--- config.mk ---
export PLATFORM = sky130hd
export DESIGN_NAME = sum_of_totients_top
export DESIGN_NICKNAME = d
export VERILOG_FILES = /design/src/rtl/core/stot_pkg.sv /design/src/rtl/core/stot_ctrl.sv /design/src/rtl/core/stot_dp.sv /design/src/rtl/core/sum_of_totients_top.sv
export SDC_FILE = /design/constraint.sdc
export NUM_CORES = 1
export LEC_CHECK = 0
export BUFFER_PORTS_ARGS = -buffer_cell sky130_fd_sc_hd__buf_2
export CORE_UTILIZATION = 45
export DETAILED_ROUTE_END_ITERATION = 6
export GPL_ROUTABILITY_DRIVEN = 0
export GPL_TIMING_DRIVEN = 0
export MAX_ROUTING_LAYER = met4
export PLACE_DENSITY = 0.59
export SLEW_MARGIN = 5
export SYNTH_ARGS = -nofsm -noshare
export SYNTH_HDL_FRONTEND = slang
export SYNTH_HIERARCHICAL = 1
export SYNTH_SLANG_ARGS = --single-unit
--- constraint.sdc ---
create_clock -name clk_i -period 3.65 [get_ports clk_i]
set_input_delay 0 -clock clk_i [delete_from_list [all_inputs] [get_ports clk_i]]
set_output_delay 0 -clock clk_i [all_outputs]
set_load 0.05 [all_outputs]
--- src/rtl/core/stot_pkg.sv ---
// Shared types for the sum_of_totients block.
`default_nettype none

package stot_pkg;

  // Controller states
  typedef enum logic [1:0] {
    ST_IDLE,
    ST_CHECK,
    ST_RUN,
    ST_FINISH
  } stot_state_e;

  // Commands from controller to datapath
  typedef struct packed {
    logic load;      // capture range, clear sum, k = low
    logic start_k;   // i = 1, gcd operands = (k, 1)
    logic gcd_step;  // one binary gcd step
    logic tally;     // add coprime flag to sum
    logic next_i;    // i = i + 1, gcd operands = (k, i + 1)
    logic next_k;    // k = k + 1
    logic emit;      // copy sum into result register
  } stot_cmd_t;

  // Status from datapath to controller
  typedef struct packed {
    logic empty;     // range low above range high
    logic k_zero;    // current k is zero
    logic last_k;    // current k equals range high
    logic last_i;    // current i equals k
    logic gcd_done;  // gcd decided for current pair
  } stot_sts_t;

endpackage

`default_nettype wire

--- src/rtl/core/stot_ctrl.sv ---
// Controller state machine: sequences the k and i loops and the output handshake.
`default_nettype none

module stot_ctrl (
  input  wire logic                 clk_i,
  input  wire logic                 rst_ni,
  input  wire logic                 in_valid_i,
  output logic                      in_ready_o,
  output logic                      out_valid_o,
  input  wire logic                 out_ready_i,
  input  wire stot_pkg::stot_sts_t  sts_i,
  output stot_pkg::stot_cmd_t       cmd_o
);

  stot_pkg::stot_state_e state_q, state_d;
  logic out_valid_q, out_valid_d;

  // State and output-valid registers
  always_ff @(posedge clk_i or negedge rst_ni) begin
    if (!rst_ni) begin
      state_q     <= stot_pkg::ST_IDLE;
      out_valid_q <= 1'b0;
    end else begin
      state_q     <= state_d;
      out_valid_q <= out_valid_d;
    end
  end

  // Next state and commands
  always_comb begin
    state_d     = state_q;
    cmd_o       = '0;
    in_ready_o  = 1'b0;
    out_valid_d = out_valid_q && !out_ready_i;
    case (state_q)
      stot_pkg::ST_IDLE: begin
        in_ready_o = 1'b1;
        if (in_valid_i) begin
          cmd_o.load = 1'b1;
          state_d    = stot_pkg::ST_CHECK;
        end
      end
      stot_pkg::ST_CHECK: begin
        if (sts_i.empty) begin
          state_d = stot_pkg::ST_FINISH;
        end else if (sts_i.k_zero) begin
          // k = 0 has no candidates
          if (sts_i.last_k) begin
            state_d = stot_pkg::ST_FINISH;
          end else begin
            cmd_o.next_k = 1'b1;
          end
        end else begin
          cmd_o.start_k = 1'b1;
          state_d       = stot_pkg::ST_RUN;
        end
      end
      stot_pkg::ST_RUN: begin
        if (sts_i.gcd_done) begin
          cmd_o.tally = 1'b1;
          if (!sts_i.last_i) begin
            cmd_o.next_i = 1'b1;
          end else if (sts_i.last_k) begin
            state_d = stot_pkg::ST_FINISH;
          end else begin
            cmd_o.next_k = 1'b1;
            state_d      = stot_pkg::ST_CHECK;
          end
        end else begin
          cmd_o.gcd_step = 1'b1;
        end
      end
      stot_pkg::ST_FINISH: begin
        // wait until the result register is free
        if (!out_valid_q || out_ready_i) begin
          cmd_o.emit  = 1'b1;
          out_valid_d = 1'b1;
          state_d     = stot_pkg::ST_IDLE;
        end
      end
      default: begin
        state_d = stot_pkg::ST_IDLE;
      end
    endcase
  end

  assign out_valid_o = out_valid_q;

endmodule

`default_nettype wire

--- src/rtl/core/stot_dp.sv ---
// Datapath: range counters, binary gcd unit, sum accumulator and result register.
`default_nettype none

module stot_dp #(
  parameter int unsigned VALUE_BITS = 16
) (
  input  wire logic                  clk_i,
  input  wire logic                  rst_ni,
  input  wire logic [VALUE_BITS-1:0] range_low_i,
  input  wire logic [VALUE_BITS-1:0] range_high_i,
  input  wire stot_pkg::stot_cmd_t   cmd_i,
  output stot_pkg::stot_sts_t        sts_o,
  output logic [31:0]                totient_sum_o
);

  logic [VALUE_BITS-1:0] hi_q, k_q, i_q, a_q, b_q;
  logic [VALUE_BITS-1:0] i_inc;
  logic [31:0]           sum_q, res_q;
  logic                  empty_q;
  logic                  coprime;

  assign i_inc = i_q + {{(VALUE_BITS-1){1'b0}}, 1'b1};

  // Empty-range flag
  always_ff @(posedge clk_i or negedge rst_ni) begin
    if (!rst_ni) begin
      empty_q <= 1'b0;
    end else if (cmd_i.load) begin
      empty_q <= range_low_i > range_high_i;
    end
  end

  // Loop counters
  always_ff @(posedge clk_i) begin
    if (cmd_i.load) begin
      hi_q <= range_high_i;
      k_q  <= range_low_i;
    end else if (cmd_i.next_k) begin
      k_q <= k_q + {{(VALUE_BITS-1){1'b0}}, 1'b1};
    end
    if (cmd_i.start_k) begin
      i_q <= {{(VALUE_BITS-1){1'b0}}, 1'b1};
    end else if (cmd_i.next_i) begin
      i_q <= i_inc;
    end
  end

  // Binary gcd: halve an even operand, else subtract the smaller odd one
  always_ff @(posedge clk_i) begin
    if (cmd_i.start_k) begin
      a_q <= k_q;
      b_q <= {{(VALUE_BITS-1){1'b0}}, 1'b1};
    end else if (cmd_i.next_i) begin
      a_q <= k_q;
      b_q <= i_inc;
    end else if (cmd_i.gcd_step) begin
      if (!a_q[0]) begin
        a_q <= a_q >> 1;
      end else if (!b_q[0]) begin
        b_q <= b_q >> 1;
      end else if (a_q > b_q) begin
        a_q <= a_q - b_q;
      end else begin
        b_q <= b_q - a_q;
      end
    end
  end

  // Coprime once b reaches zero with a one; both even means a common factor
  assign coprime = (b_q == '0) && (a_q == {{(VALUE_BITS-1){1'b0}}, 1'b1});

  // Accumulator and result register
  always_ff @(posedge clk_i) begin
    if (cmd_i.load) begin
      sum_q <= '0;
    end else if (cmd_i.tally) begin
      sum_q <= sum_q + {31'd0, coprime};
    end
    if (cmd_i.emit) begin
      res_q <= sum_q;
    end
  end

  always_comb begin
    sts_o.empty    = empty_q;
    sts_o.k_zero   = (k_q == '0);
    sts_o.last_k   = (k_q == hi_q);
    sts_o.last_i   = (i_q == k_q);
    sts_o.gcd_done = (b_q == '0) || (!a_q[0] && !b_q[0]);
  end

  assign totient_sum_o = res_q;

endmodule

`default_nettype wire

--- src/rtl/core/sum_of_totients_top.sv ---
// Top level of the range sum of Euler's totient.
// Each input transfer carries a range low..high; one output transfer returns the sum of
// phi(k) over that range (zero if low > high), modulo 2^32. phi(k) is counted by testing
// every i in 1..k for gcd(k, i) == 1 with a binary gcd unit that takes one step per cycle.
// All pairs share the single gcd unit.
// A request is accepted only while no other is in progress; a finished result waits in an
// output register, so the next request can be taken before the result is collected.
`default_nettype none

module sum_of_totients_top #(
  parameter int unsigned VALUE_BITS = 16
) (
  input  wire logic                clk_i,
  input  wire logic                rst_ni,
  input  wire logic                s_axis_tvalid,
  output logic                     s_axis_tready,
  // [VALUE_BITS-1:0] range_low, [2*VALUE_BITS-1:VALUE_BITS] range_high, zero padded
  input  wire logic [((2*VALUE_BITS+7)/8)*8-1:0] s_axis_tdata,
  output logic                     m_axis_tvalid,
  input  wire logic                m_axis_tready,
  // [31:0] totient_sum
  output logic [31:0]              m_axis_tdata
);

  stot_pkg::stot_cmd_t cmd;
  stot_pkg::stot_sts_t sts;

  stot_ctrl u_ctrl (
    .clk_i       (clk_i),
    .rst_ni      (rst_ni),
    .in_valid_i  (s_axis_tvalid),
    .in_ready_o  (s_axis_tready),
    .out_valid_o (m_axis_tvalid),
    .out_ready_i (m_axis_tready),
    .sts_i       (sts),
    .cmd_o       (cmd)
  );

  stot_dp #(
    .VALUE_BITS (VALUE_BITS)
  ) u_dp (
    .clk_i         (clk_i),
    .rst_ni        (rst_ni),
    .range_low_i   (s_axis_tdata[VALUE_BITS-1:0]),
    .range_high_i  (s_axis_tdata[2*VALUE_BITS-1:VALUE_BITS]),
    .cmd_i         (cmd),
    .sts_o         (sts),
    .totient_sum_o (m_axis_tdata)
  );

endmodule

`default_nettype wire

Yosys cells after proc, flatten, opt, wreduce, memory -nomap -nowiden
Index checks and enable logic that the tools add are counted.

word-level totals
  output and inout port bits = 34
  register bits = 148
  input bits = 36
  logic and storage cells = 94

cells by class
  reductions and logical operators = 20
  add/sub/neg operators = 5
  muxes and demuxes = 41
  $lt $le $gt $ge = 2
  equality and inequality tests = 14

operator list
  kind                                                                     count
  16-bit 2-to-1 mux                                                        13
  16-bit by 1-bit adder with 16-bit output, second input constant          2
  32-bit by 1-bit adder with 32-bit output                                 1
  16-bit == test                                                           2
  16-bit > comparator                                                      2
  16-bit logical NOT                                                       2
  16-bit subtractor                                                        2
  16-bit by 1-bit == test with 1-bit output, second input constant         1
  1-bit 2-to-1 mux                                                         16
  2-bit 2-to-1 mux                                                         8
  4-bit inequality test, second input constant                             2
  2-bit case mux with 4 select lines                                       1
  3-bit 2-to-1 mux                                                         2
  3-bit AND reduction                                                      2
  2-bit nonzero test                                                       3
  5-bit AND reduction                                                      1
  2-bit == test, second input constant                                     2
  1-bit logical NOT                                                        4
  2-bit by 1-bit inequality test with 1-bit output, second input constant  2
  2-bit inequality test, second input constant                             2
  4-bit by 3-bit inequality test with 1-bit output, second input constant  1
  1-bit logical AND                                                        3
  3-bit inequality test, second input constant                             1
  3-bit nonzero test                                                       1
  5 further kinds                                                          6

Logic depth before layout (Yosys ltp)
Gate-level depths: netlist (run 1).

  depth after elaboration = 8
  gate-level depth with buffers = 13
  gate-level depth less buffers = 13

Hierarchy
Netlist (run 1), hierarchy kept.

by module, submodules not included
  module     cells each  area an instance (sq um)  times used  seq. area each (sq um)
  stot_dp    972         8932.3                    1           3708.6
  stot_ctrl  32          290.3                     1           75.1

Worst setup path before layout (run 1)
Ideal clock, no wire load.

  path kind = reg2reg
  start = reg u_dp.a_q[0]
  end = reg u_dp.a_q[10], enable pin
  setup slack = 0.424 ns
  clock period less this slack = 3.226 ns
  buffers on the path = 2
  data required time = 3.293 ns
  library setup time = 0.357 ns
  stages on the path, launching flop included = 14
  arrival = 2.869 ns
  path through = edfxtp_1 -> inv_2 -> clkbuf_1 -> ha_1 -> inv_1 -> fa_1 -> a41oi_1 -> and3_1 -> o22ai_2 -> o21ai_4 -> buf_6 -> nand2_1 -> nand3b_1 -> nand2_1

between the ends
  word-level cells in the longest chain between the ends = 7
  elaborated cells between the ends (all ways) = 11
  classes of those cells = order compare (1); eq/ne (2); mux (3); reduce/logical (5)

RTL lines
  element                                                      RTL line       RTL
  from (decl)                                                  stot_dp.sv:16  logic [VALUE_BITS-1:0] hi_q, k_q, i_q, a_q, b_q;
  from (signal assigned)                                       stot_dp.sv:51  a_q <= k_q;
  from (signal assigned)                                       stot_dp.sv:54  a_q <= k_q;
  from (signal assigned)                                       stot_dp.sv:58  a_q <= a_q >> 1;
  branches (longest 6 deep; another with 16-bit > comparator)  n/a
  3-bit AND reduction (no source line) *                       n/a

Every way passes the cells marked *.
A chain may end at the register's enable or synchronous reset.

Worst setup path after layout (run 1)
  start = reg u_dp.a_q[0]
  end = reg u_dp.a_q[11], data pin

between the ends
  word-level cells in the longest chain between the ends = 7
  elaborated cells between the ends (all ways) = 12
  classes of those cells = add/sub (1); mux (8); reduce/logical (3)

RTL lines
  element                                                 RTL line                        RTL
  16-bit subtractor or 1-bit logical NOT (tied branches)  n/a
  16-bit 2-to-1 mux or 1-bit logical AND (tied branches)  stot_dp.sv:61, stot_dp.sv:89
  16-bit 2-to-1 mux or 1-bit logical OR (tied branches)   stot_dp.sv:59, stot_dp.sv:89
  16-bit 2-to-1 mux or 3-bit 2-to-1 mux (tied branches)   stot_dp.sv:57, stot_ctrl.sv:59
  16-bit 2-to-1 mux or 3-bit 2-to-1 mux (tied branches)   stot_dp.sv:56, stot_ctrl.sv:35
  16-bit 2-to-1 mux *                                     stot_dp.sv:53                   end else if (cmd_i.next_i) begin
  16-bit 2-to-1 mux *                                     stot_dp.sv:50                   if (cmd_i.start_k) begin

Every way passes the cells marked *; elsewhere a longest branch is shown, timed or not. The select of a mux whose other input is x is not followed.

==> run metrics, run 1 <==
Logic pwr share ~2.6%; crit start category register; largest net degree at the start of global routing 20; CP max stage delay 0.47 ns; Core ar. 20200 µm²; WL met1 around 12 mm; Root Driver clkbuf_16; ant diodes 0; Syn Nets 1101; # port buffers between 60 and 70; antenna violations before repair 0; first-pass GRT wire length 39.6 mm; met3 wire len 1.27 mm; WP data required 3.81 ns; endpoints failing setup 0; clock period minus final worst setup slack about 3.4 ns; Sw Pwr 0.830 mW; clock buffers created by TritonCTS 17; crit path buf inv count 4; share of flip-flops with an asynchronous set or reset around 2.7%; Static Leak 4.12 nW; clock network power share around half; Clock Sinks 148; Fmax achieved ~0.29 GHz; Die X 145 µm; CP Data Arrival Time around 3.6 ns; Post-DP Area 9930 µm²; Worst Hold Class input pin to register; CP max-delay cell edfxtp_1; Pwr per Cell Area between 300 and 400 nW/µm²; drt first pass iters 5; CTS max path bufs 2; Total Power 3.69 mW; vias per inst 5.45; Die Area 21100 µm²; post-DP HPWL 18.2 mm; I/O Pins 70; final hold viol count 0; DR top layer met4; CP cell instances inv_2, buf_2, ha_1, inv_1, fa_1, a41oi_1, and3_1, o22ai_2, o21ai_4, nor3_2, buf_2, a221oi_1, nor2_1; number of global-route vias before repair around 7300; met2 WL post-DR 11.5 mm; Synth Area per Inst 9.19 µm²; final wirelength 24.9 mm; Post-Syn Area 9220 µm²; Slew Viols, Final 0; vias post-DR 7709; Iteration-0 DRC Markers 590; DP Worst Slack -0.320 ns; final worst-path setup slack 0.203 ns; Flop pwr share 47.2%; non-filler instance count after layout between 1000 and 1500; Relative slew margins about 39%; H-tree levels 4; synth warn 6; drt drc 0; Yosys reg bits 148; crit share post-route 94.4%; kind of end point of the critical path register; Clock Skew 0.0148 ns; delay-heaviest family, CP compound AO/OA/AOI/OAI gates; crit path max fanout 11; DR WL/cell around 18 µm; peak supply drop 0.000358 V; share of cells above drive strength 1 between 10% and 20%; GRT Util Overall between 20% and 30%; Clk pin slew, worst setup/hold paths 0.07 ns; CTS tree yes; Top FF cell, synth edfxtp_1; Post-Synthesis Cells ~1000; P_int 2.86 mW; Core Rows 52; Area growth, synth to finish 18.9%; most common cell after layout, fill and taps aside nor2_1; sequential element share of the synthesized area between 40 and 50%; Setup Total Neg Slack 0 ns; Max Cap Viol 0; commonest cells after routing, fill and taps aside nor2_1, edfxtp_1, buf_2, nand2_1, xnor2_1; EDFF count, synth 80; Design Area, Final 11000 µm²; Post-DRT Antenna Nets 0; Cell variety after synth 74; placed insts between 1000 and 1500; Final nets 1229; die height 145 µm; clk_lat worst skew 0.42 ns; Slew @ Worst Pin 0.913 ns; grt total ovfl 0; Initial Util 45.7%; Crit Path Class register to register; CP dominant cell by count buf_2; switching part of the total 22.5%; status completed
==> Yosys cell counts (all sizes together) (2+ instances only) <==
library cell / instances / area share, %
clkinv: 2 / 0.081
a221oi: 17 / 1.6
or2: 3 / 0.20
nor4b: 3 / 0.35
nor3: 16 / 0.92
fa: 2 / 0.43
nand2b: 8 / 0.54
nand4: 34 / 2.4
and3: 19 / 1.3
nor2: 107 / 4.4
edfxtp: 80 / 26
and2: 11 / 0.75
dfxtp: 64 / 14
a21oi: 48 / 2.6
o31ai: 6 / 0.49
o221ai: 2 / 0.19
or3: 7 / 0.47
and4: 6 / 0.57
a22oi: 3 / 0.24
nand3b: 5 / 0.41
nor2b: 6 / 0.41
a31oi: 9 / 0.61
o21ai: 43 / 2.5
o211ai: 7 / 0.57
mux2i: 7 / 0.76
ha: 59 / 8.0
a311oi: 5 / 0.47
a221o: 3 / 0.33
dfrtp: 4 / 1.1
nand2: 79 / 3.2
a311o: 2 / 0.22
a211oi: 4 / 0.33
buf: 22 / 1.4
a21o: 10 / 0.81
o22ai: 2 / 0.20
nand3: 26 / 1.5
xor2: 46 / 4.4
o21a: 6 / 0.49
clkbuf: 44 / 1.8
o21bai: 3 / 0.24
xnor2: 72 / 6.8
inv: 67 / 2.7
o32ai: 2 / 0.19
nor4: 16 / 1.2
==> final cells by class <==
cell class	count	area (µm²)
plain buffers	66	299
clock buffers	19	475
clock inverters	13	150
fillers	1884	9200
inverters	69	260
multi-input cells	721	4910
flip-flops and latches	148	3780
well taps	270	338
repair buffers	109	753
==> registers in the layout (all words and copies together) (netlist names) <==
signal and flops:
u_dp/sum_q 32, u_dp/k_q 16, u_dp/empty_q 1, u_dp/i_q 16, u_ctrl/out_valid_o 1, u_dp/a_q 16
u_ctrl/state_q 2, u_dp/hi_q 16, u_dp/b_q 16, u_dp/totient_sum_o 32
==> logic make-up after synthesis <==
group,count (synthesis),share of synthesized area (%)
fa+ha+maj,61,8.44
buf+inv,135,6.01
mux,8,0.882
simple gates,349,18.8
flops,148,41.0
xor+xnor,118,11.2
compound gates,185,13.6
==> power by group through the flow <==
stage	registers, mW	clock network, mW	logic, mW
floorplan	1.78	0	0.0318
CTS	1.74	1.88	0.0958
global route	1.74	1.95	0.109
global placement	1.78	0	0.0659
detailed placement	1.78	0	0.0672
finish	1.74	1.85	0.0975
==> repair_timing <==
item	CTS	global route
gates cloned	0	0
setup endpoints to repair	26	52
endpoints found under the hold margin	37	0
buffers inserted	0	4
hold buffers	35	0
resized for setup	3	9
pin swaps	0	1
==> metrics by stage <==
stage          utilization, %  hold slack [ns]
2_1_floorplan               -           -0.296
3_3_place_gp             49.1           -0.175
3_5_place_dp             49.2           -0.175
4_1_cts                  54.1            0.106
5_1_grt                  54.4            0.119
6_report                 54.4            0.116
==> worst reg2reg max path: stages, from the launching register on <==
cell,delay (ns)
edfxtp_1,0.47
inv_2,0.17
buf_2,0.27
ha_1,0.21
inv_1,0.06
fa_1,0.45
a41oi_1,0.18
and3_1,0.27
o22ai_2,0.13
o21ai_4,0.27
nor3_2,0.11
buf_2,0.21
a221oi_1,0.31
nor2_1,0.07
==> per-layer routing <==
metal,GRT usage (%),up-vias
met5,-,-
met4,6.95,0
met3,3.58,26
met2,39.2,219
met1,33.0,3656
li1,-,3808
==> worst paths after layout <==
| check | startpoint | to | slack (ns) | cells after the start |
|---|---|---|---|---|
| max in group asynchronous | rst_ni | u_dp/empty_q | 2.95 | 3 |
| min in group asynchronous | rst_ni | u_ctrl/out_valid_o | 0.51 | 3 |
| worst min register to register | u_dp/sum_q[31] | u_dp/totient_sum_o[31] | 0.46 | 0 |
| worst min-delay path | s_axis_tvalid | u_ctrl/state_q[0] | 0.12 | 4 |
| worst max-delay path | u_dp/a_q[0] | u_dp/a_q[11] | 0.20 | 13 |
| worst max register to register | u_dp/a_q[0] | u_dp/a_q[11] | 0.20 | 13 |
Power figures use the tool's default switching activity.
==> run 2: changes to the inputs <==
==> constraint.sdc (replaced) <==
create_clock -name clk_i -period 3.65 [get_ports clk_i]
set_input_delay 0.1825 -clock clk_i [delete_from_list [all_inputs] [get_ports clk_i]]
set_output_delay 0.1825 -clock clk_i [all_outputs]
set_load 0.05 [all_outputs]
==> run metrics, run 2 (synthesized netlist as in run 1, its figures left out) <==
grt total ovfl 0 (unchanged); vias post-DR 7611 (was 7709); first-pass GRT wire length 39.0 mm (was 39.6 mm); CTS tree yes (unchanged); Clock Sinks 148 (unchanged); commonest cells after routing, fill and taps aside nor2_1, edfxtp_1, buf_2, nand2_1, xnor2_1 (unchanged); Sw Pwr 0.828 mW (was 0.830 mW); Clk pin slew, worst setup/hold paths 0.07 ns (about the same); worst hold path cell count 3 (was 4); Slew Viols, Final 0 (unchanged); Pwr per Cell Area 340 nW/µm² (was 336 nW/µm²); Logic pwr share 2.2% (was 2.6%); crit path max fanout 11 (unchanged); WP data required 3.82 ns (was 3.81 ns); most common cell after layout, fill and taps aside nor2_1 (unchanged); CP Data Arrival Time 3.63 ns (was 3.61 ns); Crit Path Class register to register (unchanged); die height 145 µm (unchanged); Post-DRT Antenna Nets 0 (unchanged); CTS max path bufs 2 (unchanged); largest net degree at the start of global routing 20 (unchanged); min-delay src s_axis_tdata[13] (was s_axis_tvalid); clock period minus final worst setup slack 3.46 ns (was 3.45 ns); share of cells above drive strength 1 13.1% (was 12.9%); reg-to-reg slack, setup 0.19 ns (was 0.20 ns); Max Cap Viol 0 (unchanged); post-DP HPWL 18.2 mm (unchanged); Core ar. 20200 µm² (unchanged); Reg-to-Reg End u_dp/a_q[5] (was u_dp/a_q[11]); Fmax achieved 0.289 GHz (was 0.290 GHz); P_int 2.84 mW (was 2.86 mW); # port buffers 69 (unchanged); Relative slew margins 39.3% (was 39.1%); vias per inst 5.45 (about the same); crit share post-route 94.7% (was 94.4%); endpoints failing setup 0 (unchanged); Worst Hold Class input pin to register (unchanged); Die X 145 µm (unchanged); clock network power share 50.4% (was 50.2%); Fill cells 1917 (was 1884); H-tree levels 4 (unchanged); clock buffers created by TritonCTS 17 (unchanged); clk_lat worst skew 0.42 ns (about the same); peak supply drop 0.000357 V (was 0.000358 V); placed insts 1344 (unchanged); kind of end point of the critical path register (unchanged); antenna violations before repair 0 (unchanged); Area growth, synth to finish 17.0% (was 18.9%); status completed (unchanged); I/O Pins 70 (unchanged); ant diodes 0 (unchanged); crit path from u_dp/a_q[0] (unchanged); worst r2r src u_dp/a_q[0] (unchanged); Slew @ Worst Pin 0.910 ns (was 0.913 ns); Root Driver clkbuf_16 (unchanged); GRT Util Overall 24.4% (was 24.8%); final wirelength 24.5 mm (was 24.9 mm); number of global-route vias before repair 7159 (was 7254); Static Leak 4.04 nW (was 4.12 nW); DR WL/cell 17.6 µm (about the same); Core Rows 52 (unchanged); Clock Skew 0.0155 ns (was 0.0148 ns); final hold viol count 0 (unchanged); drt drc 0 (unchanged); Total Power 3.67 mW (was 3.69 mW); switching part of the total 22.5% (about the same); crit start category register (unchanged); non-filler instance count after layout 1397 (was 1415); Initial Util 45.7% (unchanged); hold endpoint u_dp/k_q[13] (was u_ctrl/state_q[0]); drt first pass iters 5 (unchanged); Die Area 21100 µm² (unchanged); Final nets 1211 (was 1229); R2R cell count 13 (unchanged); Iteration-0 DRC Markers 623 (was 590); Flop pwr share 47.4% (was 47.2%)
[run 2: changes by cell type in the layout (fill, tap and decap cells not counted), sizes merged]
cell,before,now
dlygate4sd3,35,17
[run 2: per-stage QoR]
stage | utilization [%] | hold WS (ns) | TNS, ns | instance area (µm²) | worst slack [ns]
floorplan | - | -0.113 | 0 | 9220 | 0.424
detailed placement | 49.2 | 0.00717 | -5.57 | 9930 | -0.320
finish | 53.5 | 0.0763 | 0 | 10800 | 0.194
global placement | 49.1 | 0.00794 | -5.48 | 9910 | -0.307
CTS | 53.2 | 0.0575 | 0 | 10700 | 0.0637
global route | 53.5 | 0.0848 | -0.0232 | 10800 | -0.00896
[run 2: repair_timing]
action,CTS,global route
hold buffers,17,0
pin swaps,0,1
gates resized for setup,3,9
setup endpoints to repair,26,52
hold endpoints to repair,20,0
buffers inserted,0,4
[run 2: power groups by stage]
| stage | combinational, mW | sequential, mW | clock (mW) |
|---|---|---|---|
| 2_1_floorplan | 0.0318 | 1.78 | 0 |
| 3_3_place_gp | 0.0659 | 1.78 | 0 |
| 3_5_place_dp | 0.0672 | 1.78 | 0 |
| 4_1_cts | 0.0814 | 1.74 | 1.88 |
| 5_1_grt | 0.0917 | 1.74 | 1.95 |
| 6_report | 0.0818 | 1.74 | 1.85 |
[run 2: final cells by class]
type / count / area [µm²] / share of cell area (%)
multi-input cells: 721 / 4910 / 45.5
inverters: 69 / 260 / 2.41
well taps: 270 / 338 / 3.13
flip-flops and latches: 148 / 3780 / 35.1
repair buffers: 91 / 573 / 5.31
clock buffers: 19 / 475 / 4.41
clock inverters: 13 / 150 / 1.39
plain buffers: 66 / 299 / 2.77
[run 2: how the worst max path moves through the flow]
stage	slack, ns	to	depth (start not counted)
after floorplan	0.42	u_dp/a_q[10]	13
after global placement	-0.31	u_dp/a_q[15]	13
after detailed placement	-0.32	u_dp/a_q[15]	13
after CTS	0.06	u_dp/a_q[7]	13
after global routing	-0.009	u_dp/a_q[11]	13
final	0.19	u_dp/a_q[5]	13
[run 2: critical path, stage by stage, from the launching register on]
cell      delay, ns
edfxtp_1       0.47
inv_2          0.18
buf_2          0.28
ha_1           0.22
inv_1          0.06
fa_1           0.45
a41oi_1        0.18
and3_1         0.27
o22ai_2        0.13
o21ai_4        0.27
nor3_2         0.11
buf_2          0.21
a221oi_1       0.31
nor2_1         0.07
[run 2: metal layers]
layer  share of wire, %  up-vias  track usage [%]
met4                1.6        0             6.95
li1                   -     3769                -
met5                  0        -                -
met1                 47     3617             32.9
met2                 46      200             38.1
met3                5.4       25             3.58
==> run 3: changes to the inputs <==
HOLD_SLACK_MARGIN = 0.12   (was not set)
==> run metrics, run 3 (synthesized netlist as in run 1, its figures left out) <==
hold endpoint u_dp/k_q[0] (was u_dp/k_q[13]); reg-to-reg slack, setup 0.19 ns (about the same); Core Rows 52 (unchanged); worst r2r src u_dp/a_q[0] (unchanged); # port buffers 69 (unchanged); Flop pwr share 47.2% (was 47.4%); WP data required 3.81 ns (was 3.82 ns); Fmax achieved 0.289 GHz (about the same); Slew @ Worst Pin 0.915 ns (was 0.910 ns); Storage cell area 3780 µm² (unchanged); clock period minus final worst setup slack 3.46 ns (about the same); Final Util 54.3% (was 53.5%); placed insts 1344 (unchanged); drt drc 0 (unchanged); Pwr per Cell Area 337 nW/µm² (was 340 nW/µm²); Slew Viols, Final 0 (unchanged); Fill cells 1888 (was 1917); Root Driver clkbuf_16 (unchanged); ant diodes 0 (unchanged); clk_lat worst skew 0.42 ns (about the same); clock network power share 50.2% (was 50.4%); Area growth, synth to finish 18.7% (was 17.0%); number of global-route vias before repair 7251 (was 7159); DP Worst Slack -0.320 ns (unchanged); vias post-DR 7717 (was 7611); Logic pwr share 2.6% (was 2.2%); share of cells above drive strength 1 12.9% (was 13.1%); Die Area 21100 µm² (unchanged); drt first pass iters 6 (was 5); Clock Sinks 148 (unchanged); grt total ovfl 0 (unchanged); clock buffers created by TritonCTS 17 (unchanged); CP Data Arrival Time 3.62 ns (was 3.63 ns); post-DP HPWL 18.2 mm (unchanged); worst hold path cell count 3 (unchanged); final wirelength 24.8 mm (was 24.5 mm); largest net degree at the start of global routing 20 (unchanged); endpoints failing setup 0 (unchanged); Post-DRT Antenna Nets 0 (unchanged); Clk pin slew, worst setup/hold paths 0.07 ns (about the same); Relative slew margins 39.0% (was 39.3%); final worst-path setup slack 0.191 ns (was 0.194 ns); crit start category register (unchanged); DR WL/cell 17.5 µm (was 17.6 µm); Max Cap Viol 0 (unchanged); peak supply drop 0.000357 V (about the same); crit share post-route 94.8% (was 94.7%); Post-DP Area 9930 µm² (unchanged); crit path max fanout 11 (unchanged); min-delay src s_axis_tdata[0] (was s_axis_tdata[13]); CTS tree yes (unchanged); Final nets 1227 (was 1211); CTS max path bufs 2 (unchanged); P_int 2.85 mW (was 2.84 mW); antenna violations before repair 0 (unchanged); non-filler instance count after layout 1413 (was 1397); Crit Path Class register to register (unchanged); vias per inst 5.46 (was 5.45); Setup Total Neg Slack 0 ns (unchanged); I/O Pins 70 (unchanged); Initial Util 45.7% (unchanged); R2R cell count 13 (unchanged); most common cell after layout, fill and taps aside nor2_1 (unchanged); Die X 145 µm (unchanged); Hold Slack 0.133 ns (was 0.0763 ns); Reg-to-Reg End u_dp/a_q[11] (was u_dp/a_q[5]); Total Power 3.68 mW (was 3.67 mW); commonest cells after routing, fill and taps aside nor2_1, edfxtp_1, buf_2, nand2_1, xnor2_1 (unchanged); kind of end point of the critical path register (unchanged); status completed (unchanged); switching part of the total 22.5% (about the same); H-tree levels 4 (unchanged); first-pass GRT wire length 39.5 mm (was 39.0 mm); Core ar. 20200 µm² (unchanged); Static Leak 4.11 nW (was 4.04 nW); Clock Skew 0.0145 ns (was 0.0155 ns); final hold viol count 0 (unchanged); Sw Pwr 0.830 mW (was 0.828 mW); GRT Util Overall 24.7% (was 24.4%); Design Area, Final 10900 µm² (was 10800 µm²); Worst Hold Class input pin to register (unchanged); die height 145 µm (unchanged); Iteration-0 DRC Markers 675 (was 623); area of the multi-input gates 4910 µm² (unchanged)
## run 3: cell types whose count changed in the layout (fill, tap and decap cells not counted)
cell           change
dlygate4sd3_1     +16
## run 3: worst max-delay path by stage
| stage | startpoint | end | slack (ns) |
|---|---|---|---|
| floorplan | u_dp/a_q[0] | u_dp/a_q[10] | 0.42 |
| global placement | u_dp/a_q[0] | u_dp/a_q[15] | -0.31 |
| detailed placement | u_dp/a_q[0] | u_dp/a_q[15] | -0.32 |
| CTS | u_dp/a_q[0] | u_dp/a_q[7] | 0.06 |
| global route | u_dp/a_q[0] | u_dp/a_q[11] | -0.009 |
| finish | u_dp/a_q[0] | u_dp/a_q[11] | 0.19 |
## run 3: per-layer routing
metal	up-vias	track usage [%]	part of all wire [%]
li1	3805	-	-
met1	3643	33.1	46
met2	234	39.0	46
met3	35	3.58	5.7
met4	0	7.11	1.8
met5	-	-	0
## run 3: cell type report
type / count / area share [%]
plain buffers: 66 / 2.73
repair buffers: 107 / 6.70
multi-input cells: 721 / 44.8
clock inverters: 13 / 1.37
inverters: 69 / 2.38
well taps: 270 / 3.09
clock buffers: 19 / 4.34
flip-flops and latches: 148 / 34.6
## run 3: what timing repair did
action / CTS / global route
endpoints found under the setup margin: 26 / 52
pin swaps: 0 / 1
hold buffers: 33 / 0
setup buffers: 0 / 4
cloned: 0 / 0
gates resized for setup: 3 / 9
endpoints found under the hold margin: 35 / 0
## run 3: power groups by stage
| stage | Sequential (mW) | Clock (mW) | Combinational [mW] |
|---|---|---|---|
| floorplan | 1.78 | 0 | 0.0318 |
| global placement | 1.78 | 0 | 0.0659 |
| detailed placement | 1.78 | 0 | 0.0672 |
| CTS | 1.74 | 1.88 | 0.0942 |
| global route | 1.74 | 1.95 | 0.107 |
| finish | 1.74 | 1.85 | 0.0958 |
## run 3: critical path, cell delays in order (launching register included)
cell and delay [ns]:
edfxtp_1 0.47, inv_2 0.17, buf_2 0.28, ha_1 0.22, inv_1 0.06, fa_1 0.45, a41oi_1 0.18, and3_1 0.27
o22ai_2 0.13, o21ai_4 0.27, nor3_2 0.11, buf_2 0.21, a221oi_1 0.31, nor2_1 0.07
